[config.mk]
export PLATFORM = sky130hd
export DESIGN_NAME = yuv_scale_to_rgb_top
export DESIGN_NICKNAME = d
export VERILOG_FILES = /design/src/hdl/yuvrgb_pkg.sv /design/src/hdl/yuv_scale_to_rgb_top.sv /design/src/hdl/yuvrgb_div.sv
export SDC_FILE = /design/constraint.sdc
export NUM_CORES = 1
export LEC_CHECK = 0
export BUFFER_PORTS_ARGS = -buffer_cell sky130_fd_sc_hd__buf_4
export CORE_MARGIN = 2
export CORE_UTILIZATION = 35
export CTS_CLUSTER_DIAMETER = 200
export DETAILED_ROUTE_END_ITERATION = 6
export GPL_TIMING_DRIVEN = 0
export PLACE_DENSITY = 0.47
export SLEW_MARGIN = 25
export SYNTH_ARGS = -nofsm -noshare
export SYNTH_HDL_FRONTEND = slang
export SYNTH_SLANG_ARGS = --single-unit
[constraint.sdc]
create_clock -name clk -period 8 [get_ports clk]
set_input_delay 1.2 -clock clk [delete_from_list [all_inputs] [get_ports clk]]
set_output_delay 1.2 -clock clk [all_outputs]
set_load 0.01 [all_outputs]
[src/hdl/yuvrgb_pkg.sv]
// ----------------------------------------------------------------------------
// yuvrgb_pkg
// shared register codes, reset values and color conversion helpers
// ----------------------------------------------------------------------------
package yuvrgb_pkg;

  localparam int unsigned CFG_DW = 13;

  typedef enum logic [1:0] {
    REG_SRC_WIDTH  = 2'd0,
    REG_SRC_HEIGHT = 2'd1,
    REG_DST_WIDTH  = 2'd2,
    REG_DST_HEIGHT = 2'd3
  } cfg_reg_t;

  localparam logic [CFG_DW-1:0] SRC_WIDTH_RST  = 13'd640;
  localparam logic [CFG_DW-1:0] SRC_HEIGHT_RST = 13'd480;
  localparam logic [CFG_DW-1:0] DST_WIDTH_RST  = 13'd96;
  localparam logic [CFG_DW-1:0] DST_HEIGHT_RST = 13'd96;

  typedef logic signed [20:0] csum_t;

  localparam csum_t K_Y    = 21'sd298;
  localparam csum_t K_RV   = 21'sd409;
  localparam csum_t K_GU   = 21'sd100;
  localparam csum_t K_GV   = 21'sd208;
  localparam csum_t K_BU   = 21'sd516;
  localparam csum_t ROUND  = 21'sd128;
  localparam logic signed [9:0] OFS_Y = 10'sd16;
  localparam logic signed [9:0] OFS_C = 10'sd128;

  // round, drop eight fraction bits, clamp to a byte
  function automatic logic [7:0] to_byte(input csum_t s);
    csum_t       t;
    logic [12:0] v;
    t = s + ROUND;
    v = t[20:8];
    if (t < 0) begin
      return 8'd0;
    end else if (v > 13'd255) begin
      return 8'd255;
    end else begin
      return v[7:0];
    end
  endfunction

endpackage

[src/hdl/yuv_scale_to_rgb_top.sv]
// ----------------------------------------------------------------------------
// yuv_scale_to_rgb_top
// nearest-neighbor downscaler with BT.601 YUV to RGB conversion
// ----------------------------------------------------------------------------
// Source pixels arrive in raster order, one word per cycle unless the input
// stalls. A word is taken when offered while the dividers are idle and the
// pipeline can advance; selected ones pass through the input register stage
// and the result register. Selection counters step floor(i*src/dst) with a
// quotient and remainder per axis; these two divisions run on two bit-serial
// dividers, $clog2(MAX_DIMENSION+1) bits wide. After reset and after every
// configuration write the input stalls while the dividers run.
// tuser on the input is frame_start, tlast on the output is frame_last.
// ----------------------------------------------------------------------------
module yuv_scale_to_rgb_top #(
  parameter int MAX_DIMENSION = 4096
) (
  input  logic        clk,
  input  logic        rst_n,
  input  logic        cfg_valid,
  output logic        cfg_ready,
  input  logic [1:0]  cfg_index,
  input  logic [yuvrgb_pkg::CFG_DW-1:0] cfg_data,
  input  logic        in_tvalid,
  output logic        in_tready,
  input  logic [23:0] in_tdata,   // luma, chroma_blue, chroma_red
  input  logic        in_tuser,   // frame_start
  output logic        out_tvalid,
  input  logic        out_tready,
  output logic [47:0] out_tdata,  // red, green, blue, dest_column, dest_row
  output logic        out_tlast
);

  import yuvrgb_pkg::*;

  localparam int DW = $clog2(MAX_DIMENSION + 1);
  localparam int CW = $clog2(MAX_DIMENSION);
  localparam int TW = DW + 1;
  localparam int EW = (DW > CFG_DW) ? DW : CFG_DW;
  localparam logic [DW-1:0] MAX_DIM = DW'(MAX_DIMENSION);

  // configuration
  logic [CFG_DW-1:0] src_w_r, src_h_r, dst_w_r, dst_h_r;
  logic              start_r;
  logic              cfg_fire;

  assign cfg_ready = 1'b1;
  assign cfg_fire  = cfg_valid && cfg_ready;

  always_ff @(posedge clk) begin
    if (!rst_n) begin
      src_w_r <= SRC_WIDTH_RST;
      src_h_r <= SRC_HEIGHT_RST;
      dst_w_r <= DST_WIDTH_RST;
      dst_h_r <= DST_HEIGHT_RST;
      start_r <= 1'b1;
    end else begin
      start_r <= cfg_fire;
      if (cfg_fire) begin
        unique case (cfg_reg_t'(cfg_index))
          REG_SRC_WIDTH:  src_w_r <= cfg_data;
          REG_SRC_HEIGHT: src_h_r <= cfg_data;
          REG_DST_WIDTH:  dst_w_r <= cfg_data;
          REG_DST_HEIGHT: dst_h_r <= cfg_data;
        endcase
      end
    end
  end

  function automatic logic [DW-1:0] eff_dim(input logic [CFG_DW-1:0] v,
                                            input logic [DW-1:0] hi);
    if (v == '0) begin
      return DW'(1);
    end else if (EW'(v) > EW'(hi)) begin
      return hi;
    end else begin
      return DW'(v);
    end
  endfunction

  logic [DW-1:0] sw_c, sh_c, tw_c, th_c;
  logic [DW-1:0] sw_r, sh_r, tw_r, th_r;

  always_comb begin
    sw_c = eff_dim(src_w_r, MAX_DIM);
    sh_c = eff_dim(src_h_r, MAX_DIM);
    tw_c = eff_dim(dst_w_r, sw_c);
    th_c = eff_dim(dst_h_r, sh_c);
  end

  always_ff @(posedge clk) begin
    if (start_r) begin
      sw_r <= sw_c;
      sh_r <= sh_c;
      tw_r <= tw_c;
      th_r <= th_c;
    end
  end

  logic          cdiv_busy, rdiv_busy, busy;
  logic [DW-1:0] cq, cr, rq, rr;

  yuvrgb_div #(.W(DW)) u_col_div (
    .clk       (clk),
    .rst_n     (rst_n),
    .start     (start_r),
    .dividend  (sw_c),
    .divisor   (tw_c),
    .busy      (cdiv_busy),
    .quotient  (cq),
    .remainder (cr)
  );

  yuvrgb_div #(.W(DW)) u_row_div (
    .clk       (clk),
    .rst_n     (rst_n),
    .start     (start_r),
    .dividend  (sh_c),
    .divisor   (th_c),
    .busy      (rdiv_busy),
    .quotient  (rq),
    .remainder (rr)
  );

  assign busy = start_r || cdiv_busy || rdiv_busy;

  // handshake
  logic s1_valid_r, out_valid_r;
  logic out_adv, s1_adv, in_fire;

  assign out_adv   = !out_valid_r || out_tready;
  assign s1_adv    = !s1_valid_r || out_adv;
  assign in_tready = !busy && s1_adv;
  assign in_fire   = in_tvalid && in_tready;

  // position counters
  logic [CW-1:0] scol_r, srow_r;
  logic [TW-1:0] ctgt_r, rtgt_r;
  logic [DW-1:0] crem_r, rrem_r, tci_r, tri_r;
  logic          done_r;

  logic [CW-1:0] scol_nxt, srow_nxt, b_scol, b_srow;
  logic [TW-1:0] ctgt_nxt, rtgt_nxt, b_ctgt, b_rtgt;
  logic [DW-1:0] crem_nxt, rrem_nxt, tci_nxt, tri_nxt, b_crem, b_rrem, b_tci, b_tri;
  logic          done_nxt, b_done, sel, last;
  logic [DW:0]   csum, rsum;

  always_comb begin
    if (in_tuser) begin
      b_scol = '0; b_srow = '0; b_ctgt = '0; b_rtgt = '0;
      b_crem = '0; b_rrem = '0; b_tci = '0; b_tri = '0; b_done = 1'b0;
    end else begin
      b_scol = scol_r; b_srow = srow_r; b_ctgt = ctgt_r; b_rtgt = rtgt_r;
      b_crem = crem_r; b_rrem = rrem_r; b_tci = tci_r; b_tri = tri_r; b_done = done_r;
    end

    sel  = !b_done && (TW'(b_srow) == b_rtgt) && (TW'(b_scol) == b_ctgt)
           && (b_tri < th_r) && (b_tci < tw_r);
    last = (b_tri == th_r - 1'b1) && (b_tci == tw_r - 1'b1);

    scol_nxt = b_scol; srow_nxt = b_srow; ctgt_nxt = b_ctgt; rtgt_nxt = b_rtgt;
    crem_nxt = b_crem; rrem_nxt = b_rrem; tci_nxt = b_tci; tri_nxt = b_tri;
    done_nxt = b_done;

    csum = {1'b0, b_crem} + {1'b0, cr};
    rsum = {1'b0, b_rrem} + {1'b0, rr};

    if (sel) begin
      done_nxt = b_done || last;
      tci_nxt  = b_tci + 1'b1;
      if (csum >= {1'b0, tw_r}) begin
        crem_nxt = DW'(csum - {1'b0, tw_r});
        ctgt_nxt = b_ctgt + TW'(cq) + 1'b1;
      end else begin
        crem_nxt = DW'(csum);
        ctgt_nxt = b_ctgt + TW'(cq);
      end
    end

    if (DW'(b_scol) + 1'b1 >= sw_r) begin
      scol_nxt = '0; ctgt_nxt = '0; crem_nxt = '0; tci_nxt = '0;
      if (DW'(b_srow) + 1'b1 >= sh_r) begin
        srow_nxt = '0; rtgt_nxt = '0; rrem_nxt = '0; tri_nxt = '0;
        done_nxt = 1'b0;
      end else begin
        if (TW'(b_srow) == b_rtgt) begin
          tri_nxt = b_tri + 1'b1;
          if (rsum >= {1'b0, th_r}) begin
            rrem_nxt = DW'(rsum - {1'b0, th_r});
            rtgt_nxt = b_rtgt + TW'(rq) + 1'b1;
          end else begin
            rrem_nxt = DW'(rsum);
            rtgt_nxt = b_rtgt + TW'(rq);
          end
        end
        srow_nxt = b_srow + 1'b1;
      end
    end else begin
      scol_nxt = b_scol + 1'b1;
    end
  end

  always_ff @(posedge clk) begin
    if (!rst_n) begin
      scol_r <= '0; srow_r <= '0; ctgt_r <= '0; rtgt_r <= '0;
      crem_r <= '0; rrem_r <= '0; tci_r <= '0; tri_r <= '0; done_r <= 1'b0;
    end else if (in_fire) begin
      scol_r <= scol_nxt; srow_r <= srow_nxt; ctgt_r <= ctgt_nxt; rtgt_r <= rtgt_nxt;
      crem_r <= crem_nxt; rrem_r <= rrem_nxt; tci_r <= tci_nxt; tri_r <= tri_nxt;
      done_r <= done_nxt;
    end
  end

  // input register stage
  logic [7:0]  s1_y_r, s1_u_r, s1_v_r;
  logic [11:0] s1_col_r, s1_row_r;
  logic        s1_last_r;

  always_ff @(posedge clk) begin
    if (!rst_n) begin
      s1_valid_r <= 1'b0;
    end else if (s1_adv) begin
      s1_valid_r <= in_fire && sel;
    end
  end

  always_ff @(posedge clk) begin
    if (s1_adv && in_fire && sel) begin
      s1_y_r    <= in_tdata[7:0];
      s1_u_r    <= in_tdata[15:8];
      s1_v_r    <= in_tdata[23:16];
      s1_col_r  <= 12'(b_tci);
      s1_row_r  <= 12'(b_tri);
      s1_last_r <= last;
    end
  end

  // color conversion
  logic signed [9:0] c_s, d_s, e_s;
  csum_t             cy, r_sum, g_sum, b_sum;

  always_comb begin
    c_s   = $signed({2'b00, s1_y_r}) - OFS_Y;
    d_s   = $signed({2'b00, s1_u_r}) - OFS_C;
    e_s   = $signed({2'b00, s1_v_r}) - OFS_C;
    cy    = csum_t'(c_s) * K_Y;
    r_sum = cy + csum_t'(e_s) * K_RV;
    g_sum = cy - csum_t'(d_s) * K_GU - csum_t'(e_s) * K_GV;
    b_sum = cy + csum_t'(d_s) * K_BU;
  end

  // result register
  logic [47:0] out_data_r;
  logic        out_last_r;

  always_ff @(posedge clk) begin
    if (!rst_n) begin
      out_valid_r <= 1'b0;
    end else if (out_adv) begin
      out_valid_r <= s1_valid_r;
    end
  end

  always_ff @(posedge clk) begin
    if (out_adv && s1_valid_r) begin
      out_data_r <= {s1_row_r, s1_col_r, to_byte(b_sum), to_byte(g_sum), to_byte(r_sum)};
      out_last_r <= s1_last_r;
    end
  end

  assign out_tvalid = out_valid_r;
  assign out_tdata  = out_data_r;
  assign out_tlast  = out_last_r;

  // checks
  a_busy_blocks_input: assert property (@(posedge clk) disable iff (!rst_n)
    busy |-> !in_tready)
    else $error("input accepted while step sizes are being computed");

  a_stall_blocks_input: assert property (@(posedge clk) disable iff (!rst_n)
    (s1_valid_r && out_valid_r && !out_tready) |-> !in_tready)
    else $error("input accepted while pipeline is full and stalled");

  a_col_rem_range: assert property (@(posedge clk) disable iff (!rst_n)
    !busy |-> (cr < tw_r) && (rr < th_r))
    else $error("step remainder not below target size");

  a_sel_reaches_output: assert property (@(posedge clk) disable iff (!rst_n)
    (in_fire && sel) |=> s1_valid_r)
    else $error("selected pixel lost before conversion stage");

endmodule

[src/hdl/yuvrgb_div.sv]
// ----------------------------------------------------------------------------
// yuvrgb_div
// restoring divider, one quotient bit per cycle
// ----------------------------------------------------------------------------
module yuvrgb_div #(
  parameter int W = 13
) (
  input  logic         clk,
  input  logic         rst_n,
  input  logic         start,
  input  logic [W-1:0] dividend,
  input  logic [W-1:0] divisor,
  output logic         busy,
  output logic [W-1:0] quotient,
  output logic [W-1:0] remainder
);

  localparam int CNTW = $clog2(W + 1);

  logic [CNTW-1:0] cnt_r;
  logic            busy_r;
  logic [W-1:0]    quo_r;
  logic [W-1:0]    rem_r;
  logic [W-1:0]    dvs_r;
  logic [W:0]      shifted;
  logic            fits;
  logic [W:0]      diff;

  always_comb begin
    shifted = {rem_r, quo_r[W-1]};
    fits    = shifted >= {1'b0, dvs_r};
    diff    = shifted - {1'b0, dvs_r};
  end

  always_ff @(posedge clk) begin
    if (!rst_n) begin
      busy_r <= 1'b0;
      cnt_r  <= '0;
    end else if (start) begin
      busy_r <= 1'b1;
      cnt_r  <= CNTW'(W);
    end else if (busy_r) begin
      cnt_r  <= cnt_r - 1'b1;
      busy_r <= cnt_r != CNTW'(1);
    end
  end

  always_ff @(posedge clk) begin
    if (start) begin
      quo_r <= dividend;
      rem_r <= '0;
      dvs_r <= divisor;
    end else if (busy_r) begin
      quo_r <= {quo_r[W-2:0], fits};
      rem_r <= fits ? diff[W-1:0] : shifted[W-1:0];
    end
  end

  assign busy      = busy_r;
  assign quotient  = quo_r;
  assign remainder = rem_r;

endmodule
Word-level counts from Yosys, hierarchy flattened:

Cells that the tools add are included.

* flip-flop bits (word level): 372
* input port bits: 45
* word-level logic and storage cells: 193

* add/subtract/negate cells: 30
* multiply operators: 5
* magnitude comparators: 18
* equal/unequal tests: 9
* multiplexer cells: 57
* bitwise operators: 1
* reduce and logical (&&, ||, !) cells: 32

Operators by type and width (count)
* $mux W13: 28
* $mux W14: 9
* $lt A21 B1 Y1 const B: 3
* $mux W12: 5
* $ge A14 B13 Y1: 4
* $logic_not A13 Y1: 4
* $sub A13 B13 Y13: 4
* $add A21 B9 Y21 const B: 2
* $gt A13 B8 Y1 const B: 3
* $mul A9 B9 Y18 const B: 2
* $add A13 B13 Y14: 2
* $add A14 B1 Y14 const B: 2
* $add A14 B13 Y14: 2
* $eq A12 B14 Y1: 2
* $add A12 B1 Y13 const B: 2
* $add A13 B1 Y13 const B: 2
* $eq A13 B13 Y1: 2
* $ge A13 B13 Y1: 2
* $gt A13 B13 Y1: 2
* $gt A13 B13 Y1 const B: 2
* $lt A13 B13 Y1: 2
* $sub A13 B1 Y13 const B: 2
* $add A12 B1 Y12 const B: 2
* $mux W8: 3
* other kinds (24): 59

Depth between registers and ports, before layout:

* depth in word-level cells: 9
* depth in mapped cells: 34
* gate-level depth less buffers: 34

By module:

From an unflattened synthesis, not the netlist that was laid out.

* cell total of the unflattened synthesis: 3421
* area total of the unflattened synthesis: 31576.5 um^2

Modules (own cells, without submodules)
* yuv_scale_to_rgb_top: instances 1, cells each 2933, area each 26374.0 um^2
* yuvrgb_div: instances 2, cells each 244, area each 2601.2 um^2

Worst setup path after synthesis:

Ideal clock, no wire load.

* path type: register to register
* start point: reg s1_y_r[4]
* end point: reg out_data_r[10], in the netlist out_tdata[10] (data pin)
* library setup time: 0.255 ns
* arrival time: 6.975 ns
* path slack: 0.770 ns
* cell stages (with the launch flop): 30
* buffers on the path: 1
* clock period less this slack: 7.230 ns
* path through: edfxtp_1 -> inv_1 -> ha_1 -> nor3b_1 -> clkbuf_1 -> ha_1 -> ha_1 -> inv_1 -> fa_1 -> fa_1 -> inv_1 -> ha_1 -> inv_1 -> o21ai_0 -> a211o_1 -> a31oi_1 -> xnor2_1 -> inv_1 -> fa_1 -> inv_1 -> ha_1 -> ha_1 -> or2_2 -> a31oi_1 -> a31oi_1 -> a31oi_1 -> a22o_1 -> o2bb2ai_1 -> nand4_1 -> o21a_1

* longest elaborated chain between the ends: 7
* elaborated cells on any way between the ends: 8
* those cells by class: add/sub (4); mul (1); order compare (2); mux (1)

RTL lines
* start: declaration: RTL line yuv_scale_to_rgb_top.sv:214 `logic [7:0] s1_y_r, s1_u_r, s1_v_r;`
* start signal: assignment: RTL line yuv_scale_to_rgb_top.sv:228 `s1_y_r <= in_tdata[7:0];`
* $sub A8 B5 Y9 *: RTL line yuv_scale_to_rgb_top.sv:242 `c_s = $signed({2'b00, s1_y_r}) - OFS_Y;`
* $mul A9 B9 Y18 *: RTL line yuv_scale_to_rgb_top.sv:245 `cy = csum_t'(c_s) * K_Y;`
* $sub A19 B17 Y20 *: RTL line yuv_scale_to_rgb_top.sv:247 `g_sum = cy - csum_t'(d_s) * K_GU - csum_t'(e_s) * K_GV;`
* $sub A20 B18 Y21 *: RTL line yuv_scale_to_rgb_top.sv:247
* $add A21 B9 Y21 *: RTL line yuvrgb_pkg.sv:36 `t = s + ROUND;`
* $gt A13 B8 Y1: RTL line yuvrgb_pkg.sv:40 `end else if (v > 13'd255) begin`
* $mux W8: RTL line yuvrgb_pkg.sv:40
* end signal: assignment: RTL line yuv_scale_to_rgb_top.sv:265 `out_data_r <= {s1_row_r, s1_col_r, to_byte(b_sum), to_byte(g_sum), to_byte(r_sum)};`
* end: declaration: RTL line yuv_scale_to_rgb_top.sv:252 `logic [47:0] out_data_r;`

Every way passes the cells marked *; elsewhere a longest branch is shown, timed or not.
A chain may end at the register's enable or synchronous reset.

Worst setup path after layout:

* start point: reg s1_y_r[4]
* end point: reg out_data_r[9], in the netlist out_tdata[9] (data pin)

Same word-level chain as after synthesis.

==> reports/results.txt <==
RR Endpoint: out_tdata[9]
CTS tree: yes
Req. time, crit path: 8340 ps
MaxCap Viol Count: 0
worst stage delay on the critical path: 600 ps
die outline width: 298 um
max-slew violation count: 0
Syn Inst Count: 3,365
nets: 4,065
Total Power: 6.26 mW
Post-synth EDFFs: 176
cell area after synthesis: 30,200 um2
maximum achievable frequency: 134 MHz
most frequent cells in the layout: ha_1, inv_1, nand2_1
max reg flops: 48
reg2reg start: s1_y_r[4]
syn avg cell area: 8.97 um2
die area: 88,600 um2
gpl congestion: 0.864
area fraction of the dominant cell type after synthesis: 0.177
multi-input logic area: 19,600 um2
CP arrival: 7830 ps
asr flop ratio synth: 0
Top FF cell, synth: dfxtp_1
dominant cell type by area after synthesis: ha_1
number of global-route vias before repair: 23,300
FF+latch area: 9210 um2
commonest non-fill, non-tap cell in the layout: ha_1
post-route cell area: 34,300 um2
Leak: 14.9 nW
diode count: 0
placed inst area: 32,500 um2
Core Region: 85,300 um2
fraction of layout cells with a size suffix above 1: 0.0855
Remaining Overflow, GRT: 0
pin count of the biggest net entering global routing: 33
min-delay src: s1_col_r[5]
Post-Syn Nets: 3,911
top post-synthesis cells by area: ha_1, edfxtp_1, dfxtp_1
PwrDens: 182 nW/um2
worst hold stages: 0
CP max stage cell: fa_1
row cnt: 107
status: complete, no violations
DRT antenna net count: 0
sequential cell area fraction in the yosys report: 0.305
Fin. Hold Viols: 0
Post-CTS Hold Fix Bufs: 0
Setup CP Type: register to register
Clock Pin Slew Worst Setup and Hold Paths: 60 ps
Ys Warns: 0
initial core utilization: 0.354
total wire length: 89.6 mm
relative slew slack: 0.292
maximum VDD drop: 140 uV
Port Buffers: 95
Iter 0 DRT Violations: 1,219
CP max FO: 8
minimum clock period: 7490 ps
first-pass GRT wire length: 139 mm
r2r setup slk: 510 ps
cell repeated most along the worst path: ha_1
Worst Skew: 28.3 ps
Hold Crit Class: register to register
Clock Latency Late Sink: 620 ps
endpoints failing setup: 0
root buffer cell: clkbuf_16
TritonCTS Buffers: 46
initial antenna violation count: 4
CTS sink count: 372
fin crit share: 0.936
DRT Pass-1 Iters: 7
Clock Tree Buf Depth: 3
worst-case reg-to-reg path depth: 30
Avg Vias per Cell: 5.11
Ports: 97
Remaining DRCs: 0
P&R area growth vs syn: 13.6%
kind of end point of the critical path: register
GRT Util Overall: 0.201
FF+latch count, synth: 372
Slew @ Worst Pin: 1050 ps
Cell variety after synth: 84
WL/cell: 19.1 um
CTS HTree Levels: 2
CP startpoint kind: register
Die H: 298 um
setup repair after global routing missed its margin: false
vias after detailed routing: 24,000
# fillers: 8,744
WHS Endpoint: out_tdata[29]
detailed placer's ending HPWL: 71.9 mm
-- synth_stat cells (all sizes together) (6+ instances only) --
cell / instances
and2: 9
o211ai: 15
a22oi: 18
nor3b: 11
edfxtp: 176
a21o: 44
a211oi: 33
nand4: 42
a21boi: 9
nor4: 34
o31ai: 18
nor2b: 117
dfxtp: 196
nor4b: 6
or3: 22
nand3: 83
ha: 427
o221ai: 6
mux2i: 41
mux2: 47
a2bb2oi: 7
fa: 74
o21ai: 156
xor2: 84
and3: 16
nand2b: 19
nor3: 57
a211o: 18
xnor2: 162
o21bai: 21
nand2: 306
buf: 23
a21oi: 243
and4: 8
or2: 17
nor2: 250
nand3b: 8
o21a: 42
a31oi: 22
o22ai: 7
clkbuf: 73
inv: 321
-- kinds of logic (layout without fill, tap and decap cells) --
kind of cell	after synthesis	after routing	share of synthesized area
xor gates and xnor gates	246	246	0.0714
AOI/OAI and AO/OA	714	714	0.148
other	1	1	0.000124
DFF	372	372	0.305
muxes	88	88	0.0311
adders and majority gates	501	501	0.226
buffers and inverters	421	611	0.0533
and+or+nand+nor	1022	1022	0.164
-- critical path: cells and delay by family (launching register included) --
| family | cells | cell delay [ps] |
|---|---|---|
| compound gates | 11 | 2190 |
| xor+xnor | 2 | 490 |
| buf+inv | 6 | 570 |
| flops | 1 | 450 |
| simple gates | 2 | 440 |
| fa+ha+maj | 9 | 3080 |
-- where the power goes --
group          switching [mW]  internal, mW  total (mW)  leakage [nW]
combinational            1.12         0.822        1.94          10.9
clock                   0.886          1.30        2.18         0.759
sequential             0.0632          2.07        2.13          3.29
-- worst max path at each step --
stage          cells past startpoint       endpoint  startpoint  slack [ps]
3_3_place_gp                      28      rrem_r[2]    in_tuser       -1970
6_report                          30   out_tdata[9]   s1_y_r[4]         510
5_1_grt                           30   out_tdata[9]   s1_y_r[4]          40
3_5_place_dp                      28      rrem_r[2]    in_tuser       -1910
4_1_cts                           33   out_tdata[3]   s1_y_r[4]          80
2_1_floorplan                     29  out_tdata[10]   s1_y_r[4]         770
-- routing by layer --
| layer | vias up | track usage | share of wire |
|---|---|---|---|
| met5 | - | 0 | 0.00010 |
| met4 | 2 | 0.0517 | 0.024 |
| met3 | 102 | 0.0226 | 0.034 |
| met2 | 409 | 0.346 | 0.48 |
| met1 | 11400 | 0.266 | 0.46 |
| li1 | 12200 | - | - |
-- through the flow --
step	utilization	worst slack, ps	instances	setup TNS [ps]	hold slack [ps]
after floorplan	-	770	3365	0	400
after global placement	0.379	-1970	4604	-121550	401
after detailed placement	0.381	-1910	4609	-115530	405
after CTS	0.401	84.1	4694	0	419
after global routing	0.402	42.2	4699	0	422
final	0.402	510	4699	0	417
-- cell type report --
| class | count | share of cell area |
|---|---|---|
| Clock inverter | 17 | 0.00646 |
| Multi-Input combinational cell | 2572 | 0.571 |
| Tap cell | 1144 | 0.0418 |
| Buffer | 94 | 0.0115 |
| Clock buffer | 67 | 0.0392 |
| Timing Repair Buffer | 108 | 0.0263 |
| Sequential cell | 372 | 0.269 |
| Inverter | 325 | 0.0357 |
-- timing repair --
item | CTS | global route
gates resized for setup | 26 | 20
endpoints found under the setup margin | 94 | 36
gates cloned | 0 | 0
setup buffers | 2 | 6
pin swaps | 2 | 3
Note: power is estimated with default switching activity, not from simulation.
